==> config.mk <==
export PLATFORM = sky130hd
export DESIGN_NAME = gwps_div
export DESIGN_NICKNAME = d
export VERILOG_FILES = /design/src/rtl/gwps_pkg.sv /design/src/rtl/gwps_div.sv
export SDC_FILE = /design/constraint.sdc
export NUM_CORES = 1
export LEC_CHECK = 0
export ABC_AREA = 1
export BUFFER_PORTS_ARGS = -buffer_cell sky130_fd_sc_hd__buf_2
export CAP_MARGIN = 20
export CORE_MARGIN = 4
export CORE_UTILIZATION = 60
export CTS_CLUSTER_SIZE = 10
export DETAILED_ROUTE_END_ITERATION = 8
export GPL_TIMING_DRIVEN = 0
export PLACE_DENSITY = 0.86
export SLEW_MARGIN = 20
export SYNTH_ARGS = -nofsm -noshare
export SYNTH_HDL_FRONTEND = slang
export SYNTH_SLANG_ARGS = --single-unit
==> constraint.sdc <==
create_clock -name clk -period 6.1 [get_ports clk]
set_clock_uncertainty 0.15 [all_clocks]
set_input_delay 0.61 -clock clk [delete_from_list [all_inputs] [get_ports clk]]
set_output_delay 0.61 -clock clk [all_outputs]
set_load 0.005 [all_outputs]
==> src/rtl/gwps_pkg.sv <==
// Package for the Gaussian window part score block: beat types, unit request types,
// sequencer states, command and register codes, fixed-point constants and the exp table.
// No dependencies; every other file refers to it by scoped names.
`default_nettype none

package gwps_pkg;

	localparam int MAX_HALF_RANGE_DEF = 8;
	localparam int MAX_CANDS_DEF      = 8;

	// divider: dividend wide enough for a squared window distance shifted by 23
	localparam int DIV_W = 44;
	localparam int DSR_W = 24;
	localparam int EXP_W = 17;

	localparam logic [16:0] LOG2E_Q16       = 17'd94548;
	localparam logic [14:0] INV_SQRT2PI_Q16 = 15'd26145;
	localparam logic [16:0] FLOOR_EXP_Q16   = 17'd728;

	localparam logic [1:0] CMD_LOAD_PIXEL = 2'd0;
	localparam logic [1:0] CMD_LOAD_CAND  = 2'd1;
	localparam logic [1:0] CMD_COMPUTE    = 2'd2;

	// word index of the configuration registers (paddr[2])
	localparam logic REG_MAP_SIGMA = 1'b0;
	localparam logic REG_NUM_CANDS = 1'b1;

	typedef struct packed {
		logic [1:0]         cmd;
		logic [8:0]         index;
		logic signed [15:0] pixel_value;
		logic signed [7:0]  cand_offset;
		logic [3:0]         half_range;
		logic [11:0]        deform_sigma;
		logic [9:0]         center_row;
		logic [9:0]         center_col;
	} item_t;

	typedef struct packed {
		logic [31:0]        fit_prior;
		logic [15:0]        deform_prob;
		logic signed [15:0] grad_row;
		logic signed [15:0] grad_col;
		logic signed [15:0] pos_row;
		logic signed [15:0] pos_col;
		logic [5:0]         pair_index;
		logic               last;
	} result_t;

	typedef struct packed {
		logic             start;
		logic [DIV_W-1:0] dividend;
		logic [DSR_W-1:0] divisor;
	} div_req_t;

	typedef struct packed {
		logic             done;
		logic [DIV_W-1:0] quotient;
	} div_rsp_t;

	typedef struct packed {
		logic             start;
		logic [DIV_W-1:0] xq;
	} exp_req_t;

	typedef struct packed {
		logic             done;
		logic [EXP_W-1:0] e;
	} exp_rsp_t;

	typedef enum logic [4:0] {
		S_IDLE,
		S_RDC1,
		S_RDC2,
		S_RDC3,
		S_XDIV,
		S_XDIV_W,
		S_EXP_W,
		S_GDIV,
		S_GDIV_W,
		S_RDIV,
		S_RDIV_W,
		S_W_DIST,
		S_W_SEL,
		S_MUL,
		S_ACC,
		S_PROB,
		S_EMIT
	} state_t;

	// 2^-(k/16) in Q16
	function automatic logic [16:0] pow2neg(input logic [4:0] k);
		logic [16:0] v;
		case (k)
			5'd0:    v = 17'd65536;
			5'd1:    v = 17'd62757;
			5'd2:    v = 17'd60097;
			5'd3:    v = 17'd57549;
			5'd4:    v = 17'd55109;
			5'd5:    v = 17'd52772;
			5'd6:    v = 17'd50535;
			5'd7:    v = 17'd48393;
			5'd8:    v = 17'd46341;
			5'd9:    v = 17'd44376;
			5'd10:   v = 17'd42495;
			5'd11:   v = 17'd40693;
			5'd12:   v = 17'd38968;
			5'd13:   v = 17'd37316;
			5'd14:   v = 17'd35734;
			5'd15:   v = 17'd34219;
			5'd16:   v = 17'd32768;
			default: v = 17'd32768;
		endcase
		return v;
	endfunction

endpackage

`default_nettype wire

==> src/rtl/gwps_div.sv <==
// Shared restoring divider, one quotient bit per cycle.
// Uses gwps_pkg request/response types.
`default_nettype none

module gwps_div (
	input  wire logic                clk,
	input  wire logic                arst_n,
	input  wire gwps_pkg::div_req_t  req,
	output gwps_pkg::div_rsp_t       rsp
);

	localparam int DW  = gwps_pkg::DIV_W;
	localparam int RW  = gwps_pkg::DSR_W;
	localparam int CTW = $clog2(DW);

	logic          busy_q;
	logic          done_q;
	logic [CTW-1:0] cnt_q;
	logic [DW-1:0] dvd_q;
	logic [RW-1:0] rem_q;
	logic [RW-1:0] dsr_q;

	logic [RW:0]   trial;
	logic          ge;
	logic [RW-1:0] rem_d;

	always_comb begin
		trial = {rem_q, dvd_q[DW-1]};
		ge    = trial >= {1'b0, dsr_q};
		rem_d = ge ? RW'(trial - {1'b0, dsr_q}) : trial[RW-1:0];
	end

	always_ff @(posedge clk or negedge arst_n) begin
		if (!arst_n) begin
			busy_q <= 1'b0;
			done_q <= 1'b0;
			cnt_q  <= '0;
		end else begin
			done_q <= 1'b0;
			if (req.start) begin
				busy_q <= 1'b1;
				cnt_q  <= '0;
			end else if (busy_q) begin
				cnt_q <= cnt_q + CTW'(1);
				if (cnt_q == CTW'(DW - 1)) begin
					busy_q <= 1'b0;
					done_q <= 1'b1;
				end
			end
		end
	end

	// quotient bits shift in from the bottom as dividend bits leave the top
	always_ff @(posedge clk) begin
		if (req.start) begin
			dvd_q <= req.dividend;
			dsr_q <= req.divisor;
			rem_q <= '0;
		end else if (busy_q) begin
			dvd_q <= {dvd_q[DW-2:0], ge};
			rem_q <= rem_d;
		end
	end

	assign rsp.done     = done_q;
	assign rsp.quotient = dvd_q;

endmodule

`default_nettype wire

Word-level counts from Yosys, hierarchy flattened
Index checks and enable logic that the tools add are counted.

cells by class
  order comparisons = 1
  reductions and logical operators = 1
  add/subtract/negate cells = 2
  equal/unequal tests = 1
  multiplexer cells = 11

operator list
  operator                                     count
  two-way mux 44 bit                           2
  >= comparator 25 x 24 -> 1 bit               1
  two-way mux 24 bit                           1
  subtractor 24 bit                            1
  two-way mux 6 bit                            2
  adder 6 x 1 -> 6 bit, second input constant  1
  equality test 6 bit, second input constant   1
  two-way mux 1 bit                            6
  nonzero test 2 bit                           1

word-level totals
  logic and storage cells = 22
  register bits after elaboration = 100

Depth between registers and ports, before layout
Gate-level depths: netlist of the first run.

  depth after elaboration = 4
  mapped depth = 16
  gate-level depth less buffers = 16

Worst setup path before layout of the first run
Ideal clock, no wire load.

  path kind = input -> register
  from = input req[68] (netlist name)
  to = register dvd_q[0] (enable)
  arrival time = 2.184 ns
  cell stages on the path = 3
  path buffers = 1
  required time = 5.524 ns
  setup time = 0.426 ns
  slack = 3.340 ns
  cells stage by stage = nor2_1 > inv_1 > clkbuf_1

on the way
  longest elaborated chain between the ends = 1

ends and longest elaborated chain
  item                                 line            text
  start, declared                      gwps_div.sv:8   input wire gwps_pkg::div_req_t req,
  nonzero test 2 bit (no source line)  n/a
  end signal, assigned                 gwps_div.sv:56  dvd_q <= req.dividend;
  end signal, assigned                 gwps_div.sv:60  dvd_q <= {dvd_q[DW-2:0], ge};
  end, declared                        gwps_div.sv:19  logic [DW-1:0] dvd_q;

No other way between the ends.
A chain may end at the register's enable or synchronous reset.

Worst setup path after layout of the first run
  from = input req[68] (netlist name)
  to = register dvd_q[38], data pin

on the way
  longest elaborated chain between the ends = 1

ends and longest elaborated chain
  item                line            text
  two-way mux 44 bit  gwps_div.sv:55  if (req.start) begin

No other way between the ends.

==> results by group, run 1 <==
Timing
  • Final-report hold violation count: 0
  • Unrepaired setup endpoints after global routing: false
  • Worst-Margin Slew: 721 ps
  • Minimum clock period: 2490 ps
  • Max-slew violation count: 0
  • Relative slew slack: 51.9%
  • Fin crit share: 40.9%
  • Fmax: 0.401 GHz
  • Hold slack: 264 ps
  • Setup Viol. Count Final: 0
  • Setup_tns: 0 ps

Global routing
  • Total grt overflow: 0
  • Initial antenna violation count: 0
  • Vias in the first global route: 5091
  • First-pass GRT wire length: 23500 µm
  • Largest net degree at the start of global routing: 54
  • Tot GR Track Use: 25.4%

Clock network
  • CTS Sinks: 100
  • H-tree depth: 3
  • Gates resized, CTS repair: 0
  • Inserted Clock Buffers: 9
  • Clock Path Buffers: 2
  • Clk_lat worst skew: 370 ps
  • Clock transition at path regs: 110 ps
  • Clock root cell: clkbuf_8
  • CTS tree: built

Yosys
  • Cells after Synth: 806
  • Post-Synth Adder-Cell Area: 5.57%
  • Synth Area in XOR/XNOR: 1.32%
  • Compound-cell area share of the yosys netlist: 3.71%
  • Synth area leaders: edfxtp_1, nand2_1, inv_1
  • Post-Syn Nets: 903
  • Count of different cell masters after synthesis: 36
  • Most instantiated cells after synthesis: nand2_1, inv_1, nand3_1
  • EDFF count, synth: 68
  • Yosys Warn Count: 0
  • Largest family of logic cells by synthesized area: simple AND/OR/NAND/NOR gates
  • Synth Register Bits: 100
  • Post-synthesis sequential area ratio: 45.6%
  • Mean Syn Cell Area: 7.41 µm²
  • Largest area contributor in the netlist: edfxtp_1
  • Count leader, synth: nand2_1
  • Predominant post-synthesis flop cell: edfxtp_1
  • Synth Area in Simple Gates: 33.7%
  • Post-synth ARST share: 8.00%
  • Share of the synthesized area in the top cell type: 34.2%
  • Post-synthesis mux area share: 0%
  • Mapped cell area: 0.00597 mm²

Setup path
  • CP max-delay cell: buf_2
  • Worst Path Max Fanout: 27
  • Critical Path RT: 6080 ps
  • Startpoint types: input pin
  • Critical path endpoint category: flip-flop
  • Crit path from: req[68]
  • WP data arrival: 2470 ps
  • Buf/Inv on CP: 5
  • CP Cell Sequence: buf_2 -> clkbuf_1 -> inv_1 -> clkbuf_1 -> buf_1 -> nand2_1 -> nand2_1
  • CP Class: in2reg
  • Crit path max-delay family: buffers and inverters
  • RR Startpoint: dsr_q[10]
  • Max incr delay on CP: 520 ps

Hold path
  • Worst hold path type: in2reg
  • Hold Crit Start: req[17]

Floorplan
  • DIE WIDTH: 108 µm
  • Die Area: 0.0116 mm²
  • Core ar.: 0.00973 mm²
  • Starting Density: 61.4%
  • IO Count: 116
  • Die Y-Extent: 108 µm
  • Row count: 36

Detailed routing
  • Routed WL per cell: 13.4 µm
  • Router iterations before antenna repair: 5
  • Drt via density: 5.02
  • Post-route DRC: 0
  • Post-DRT Antenna Nets: 0
  • Routed wire length: 14300 µm
  • Initial DRC count: 384
  • Routed via count: 5374

Final layout
  • Filler cells: 838
  • Sequential cell area: 0.00272 mm²
  • Fin area: 0.00692 mm²
  • Area Overhead vs Synth: 15.8%
  • Area of the multi-input gates: 0.00265 mm²
  • Fraction of layout instances using a drive strength above 1: 16.2%
  • Nets: 1030
  • # diodes: 0

Pwr
  • VDD IR-drop max: 0.000164 V
  • PnR Total Power: 2.32 mW
  • Power per cell area: 336 mW/mm²
  • Pleak: 3.78 nW

Outcome
  • Status: finished clean

Placement
  • I/O Buffers: 115
  • Detailed Place HPWL: 10900 µm
  • Routability congestion estimate: 0.997
  • DP Area: 0.00672 mm²

Run
  • Max cap viols: 0
## cell families after synthesis
family                   after synthesis
AND/OR/NAND/NOR                      476
buffers and inverters                153
flip-flops                           100
AO/OA/AOI/OAI                         42
adder cells (fa/ha/maj)               26
XOR/XNOR                               9
## worst paths after layout
path	end	slack, ps	depth (start not counted)
hold / removal	dsr_q[17]	260	1
hold reg to reg	rem_q[11]	330	2
max in group asynchronous	cnt_q[3]	5170	2
min in group asynchronous	cnt_q[5]	460	2
setup / recovery	dvd_q[38]	3610	7
setup reg to reg	rem_q[5]	3650	13
## report_power, final
part / internal, mW / switching [mW]
clock: 0.157 / 0.257
sequential: 0.831 / 0.0597
combinational: 0.377 / 0.639
## routing by layer
| layer | vias up | track usage [%] | part of all wire [%] |
|---|---|---|---|
| met2 | 189 | 43.1 | 49 |
| met1 | 2398 | 33.8 | 43 |
| met5 | - | 0 | 0 |
| met4 | 0 | 6.04 | 1.1 |
| li1 | 2776 | - | - |
| met3 | 11 | 4.44 | 7.6 |
## flip-flops by register name (all words and copies together) (netlist names)
name    flops
dvd_q      44
dsr_q      24
rem_q      24
done_q      1
busy_q      1
cnt_q       6
## per-stage QoR
| stage | instances | util, % | worst slack, ps |
|---|---|---|---|
| CTS | 1071 | 71.1 | 3620 |
| global route | 1071 | 71.1 | 3430 |
| detailed placement | 1054 | 69.0 | 3230 |
| global placement | 1054 | 69.0 | 1850 |
| floorplan | 806 | - | 3340 |
| finish | 1071 | 71.1 | 3610 |
## cell usage in the layout, fill, tap and decap left out, types with 2 or more instances in the layout
master    netlist  final
xor2_1          2      2
nand3_2         2      2
and2_1          2      2
edfxtp_1       68     68
nand2_1       334    334
nand4_1         8      8
dfxtp_1        24     24
nand3b_1        8      8
o21ai_1         9      9
ha_1           25     25
clkbuf_1       12     12
dfrtp_1         8      8
buf_2           4    119
nor4_1          2      2
nor2_1         37     37
inv_1         131    131
buf_4           2      2
nand3_1        69     69
nor3_1          5      5
o21ai_0        10     10
xnor2_1         7      7
clkbuf_8        0      9
a21oi_1        19     19
nor2_2          2      2
clkinv_4        0      3
buf_6           2      2
nand2_2         3      3
## layout make-up
type	instances	area share (%)
Timing Repair Buffer	116	8.47
Inverter	132	7.16
Clock buffer	10	1.85
Tap cell	133	2.41
Sequential cell	100	39.4
Buffer	21	1.59
Multi-Input combinational cell	553	38.3
Clock inverter	6	0.887
## timing repair
action | CTS | global route
hold buffers | 1 | 0
endpoints found under the setup margin | 0 | 0
endpoints found under the hold margin | 8 | 0
buffers inserted | 0 | 0
(Power assumes the default switching activity.)
==> run 2, diff against run 1 <==
- CORE_UTILIZATION: 60 -> 56
- PLACE_DENSITY: 0.86 -> 0.81
- clock period: 6.1 -> 2.6 ns (I/O delays scaled with it)
==> run 2 against run 1 <==
  * Sequential power rose by 140%
  * Worst hold slack got worse by 190 ps
  * Core utilization is 2.1 points higher
  * Global-route usage is 2.4 points higher
==> results by group, run 2 (synthesis gave the netlist of run 1 again) <==
Timing
  • Fmax: 0.422 GHz
  • Final setup margin: 229 ps (was 3610 ps)
  • Relative slew slack: 52.9% (was 51.9%)
  • Worst-Margin Slew: 707 ps (was 721 ps)
  • Hold slack: 77.8 ps (was 264 ps)
  • Setup Viol. Count Final: 0 (unchanged)
  • Minimum clock period: 2370 ps
  • Max-slew violation count: 0 (unchanged)
  • Final-report hold violation count: 0 (unchanged)
  • Unrepaired setup endpoints after global routing: false (unchanged)
  • Fin crit share: 91.2%

Final layout
  • Sequential cell area: 0.00272 mm² (unchanged)
  • Area Overhead vs Synth: 27.1% (was 15.8%)
  • Fraction of layout instances using a drive strength above 1: 15.4% (was 16.2%)
  • Area of the multi-input gates: 0.00265 mm² (about the same)
  • Fin area: 0.00759 mm² (was 0.00692 mm²)
  • Max FFs per register: 44 (unchanged)
  • Filler cells: 795 (was 838)
  • Commonest non-fill, non-tap cell in the layout: nand2_1 (unchanged)
  • Biggest register: dvd_q (unchanged)
  • Largest regs: dvd_q: 44 flops, dsr_q: 24 flops, rem_q: 24 flops (unchanged)
  • Most frequent cells in the layout: nand2_1, inv_1, buf_2, nand3_1, edfxtp_1 (unchanged)
  • Nets: 1099 (was 1030)
  • # diodes: 0 (unchanged)

Clock network
  • Inserted Clock Buffers: 9 (unchanged)
  • Clock Path Buffers: 2 (unchanged)
  • CTS tree: built (unchanged)
  • CTS Sinks: 100 (unchanged)
  • Clk_lat worst skew: 400 ps (was 370 ps)
  • Clock root cell: clkbuf_8 (unchanged)
  • Clock transition at path regs: 110 ps (about the same)
  • H-tree depth: 3 (unchanged)

Global routing
  • Vias in the first global route: 5790 (was 5091)
  • Largest net degree at the start of global routing: 54 (unchanged)
  • Total grt overflow: 0 (unchanged)
  • Tot GR Track Use: 27.7% (was 25.4%)
  • Initial antenna violation count: 0 (unchanged)
  • First-pass GRT wire length: 27800 µm (was 23500 µm)

Floorplan
  • Core ar.: 0.0104 mm² (was 0.00973 mm²)
  • IO Count: 116 (unchanged)
  • Starting Density: 57.6% (was 61.4%)
  • Die Y-Extent: 111 µm (was 108 µm)
  • DIE WIDTH: 111 µm (was 108 µm)
  • Die Area: 0.0124 mm² (was 0.0116 mm²)
  • Row count: 37 (was 36)

Pwr
  • Sequential group share of total power: 37.6% (was 38.3%)
  • Power per cell area: 735 mW/mm² (was 336 mW/mm²)
  • PnR Total Power: 5.58 mW (was 2.32 mW)
  • Int Power: 3.30 mW (was 1.37 mW)
  • Clock share of power: 16.7% (was 17.9%)
  • Sw Share: 40.9% (was 41.2%)
  • Logic pwr share: 45.7% (was 43.8%)
  • VDD IR-drop max: 0.000512 V (was 0.000164 V)
  • Net Sw Power: 2.28 mW (was 0.956 mW)
  • Pleak: 4.06 nW (was 3.78 nW)

Detailed routing
  • Initial DRC count: 343 (was 384)
  • Routed wire length: 16900 µm (was 14300 µm)
  • Post-DRT Antenna Nets: 0 (unchanged)
  • Router iterations before antenna repair: 5 (unchanged)
  • Post-route DRC: 0 (unchanged)
  • Drt via density: 5.19 (was 5.02)
  • Routed via count: 5928 (was 5374)
  • Routed WL per cell: 14.8 µm (was 13.4 µm)

Placement
  • DP Area: 0.00672 mm² (about the same)
  • Detailed Place HPWL: 10800 µm (was 10900 µm)
  • Setup WS pre-CTS: -16.1 ps (was 3230 ps)
  • Routability congestion estimate: 0.953 (was 0.997)
  • I/O Buffers: 115 (unchanged)

Setup path
  • Critical path endpoint category: flip-flop (unchanged)
  • CP Class: reg2reg (was in2reg)
  • WP data arrival: 2510 ps (was 2470 ps)
  • Startpoint types: flip-flop (was input pin)
  • Critical Path RT: 2740 ps (was 6080 ps)
  • Reg2Reg Depth: 12 (was 13)
  • Worst Path Max Fanout: 10 (was 27)

Outcome
  • Status: finished clean (unchanged)

Hold path
  • Worst hold path type: in2async (was in2reg)

Run
  • Max cap viols: 0 (unchanged)
## run 2: stage by stage
stage | setup TNS, ps | util, % | cells
floorplan | 0 | - | 806
global placement | -69030 | 64.8 | 1057
detailed placement | -36.7 | 64.8 | 1057
CTS | 0 | 72.9 | 1140
global route | 0 | 73.2 | 1143
finish | 0 | 73.2 | 1143
## run 2: worst paths after layout
check | startpoint | end | slack (ps)
min reg2reg | rem_q[18] | rem_q[18] | 330
max in group asynchronous | arst_n | cnt_q[1] | 2030
min | arst_n | cnt_q[3] | 80
min in group clk | req[56] | dvd_q[32] | 80
max reg2reg | dsr_q[7] | rem_q[19] | 230
max | dsr_q[7] | rem_q[19] | 230
## run 2: worst max-delay path, stage by stage, from the launching register on
cell and delay [ps]:
edfxtp_1 330, inv_1 40, ha_1 340, nand2_1 130
nor2_2 220, nand3_1 110, nand3_2 160, nand3b_4 180
nand2_4 160, buf_6 170, nand3_1 140, nand2_1 90
nand2_1 40
## run 2: repair_timing
action	CTS	global route
buffers inserted	0	3
setup endpoints to repair	0	14
hold endpoints to repair	74	0
hold buffers	67	0
gates resized for setup	0	3
## run 2: cell type report
cell class,count,share of cell area (%)
clock inverters,5,0.495
flip-flops and latches,100,35.9
well taps,136,2.24
repair buffers,185,16.7
inverters,132,6.53
clock buffers,11,1.73
plain buffers,21,1.48
multi-input cells,553,34.9
## run 2: layer usage
metal | global-route usage (%) | vias to the layer above | wire length [µm]
li1 | - | 2928 | -
met1 | 35.2 | 2658 | 6890
met2 | 45.5 | 303 | 7920
met3 | 7.48 | 39 | 1700
met4 | 10.3 | 0 | 434
met5 | 0 | - | 0
## run 2: power groups by stage
stage          registers (mW)  clock network (mW)  logic, mW
5_1_grt                  2.12                1.00       2.87
3_5_place_dp             2.12                   0       2.36
6_report                 2.10               0.932       2.55
2_1_floorplan            2.10                   0       1.77
3_3_place_gp             2.11                   0       2.32
4_1_cts                  2.09               0.940       2.44
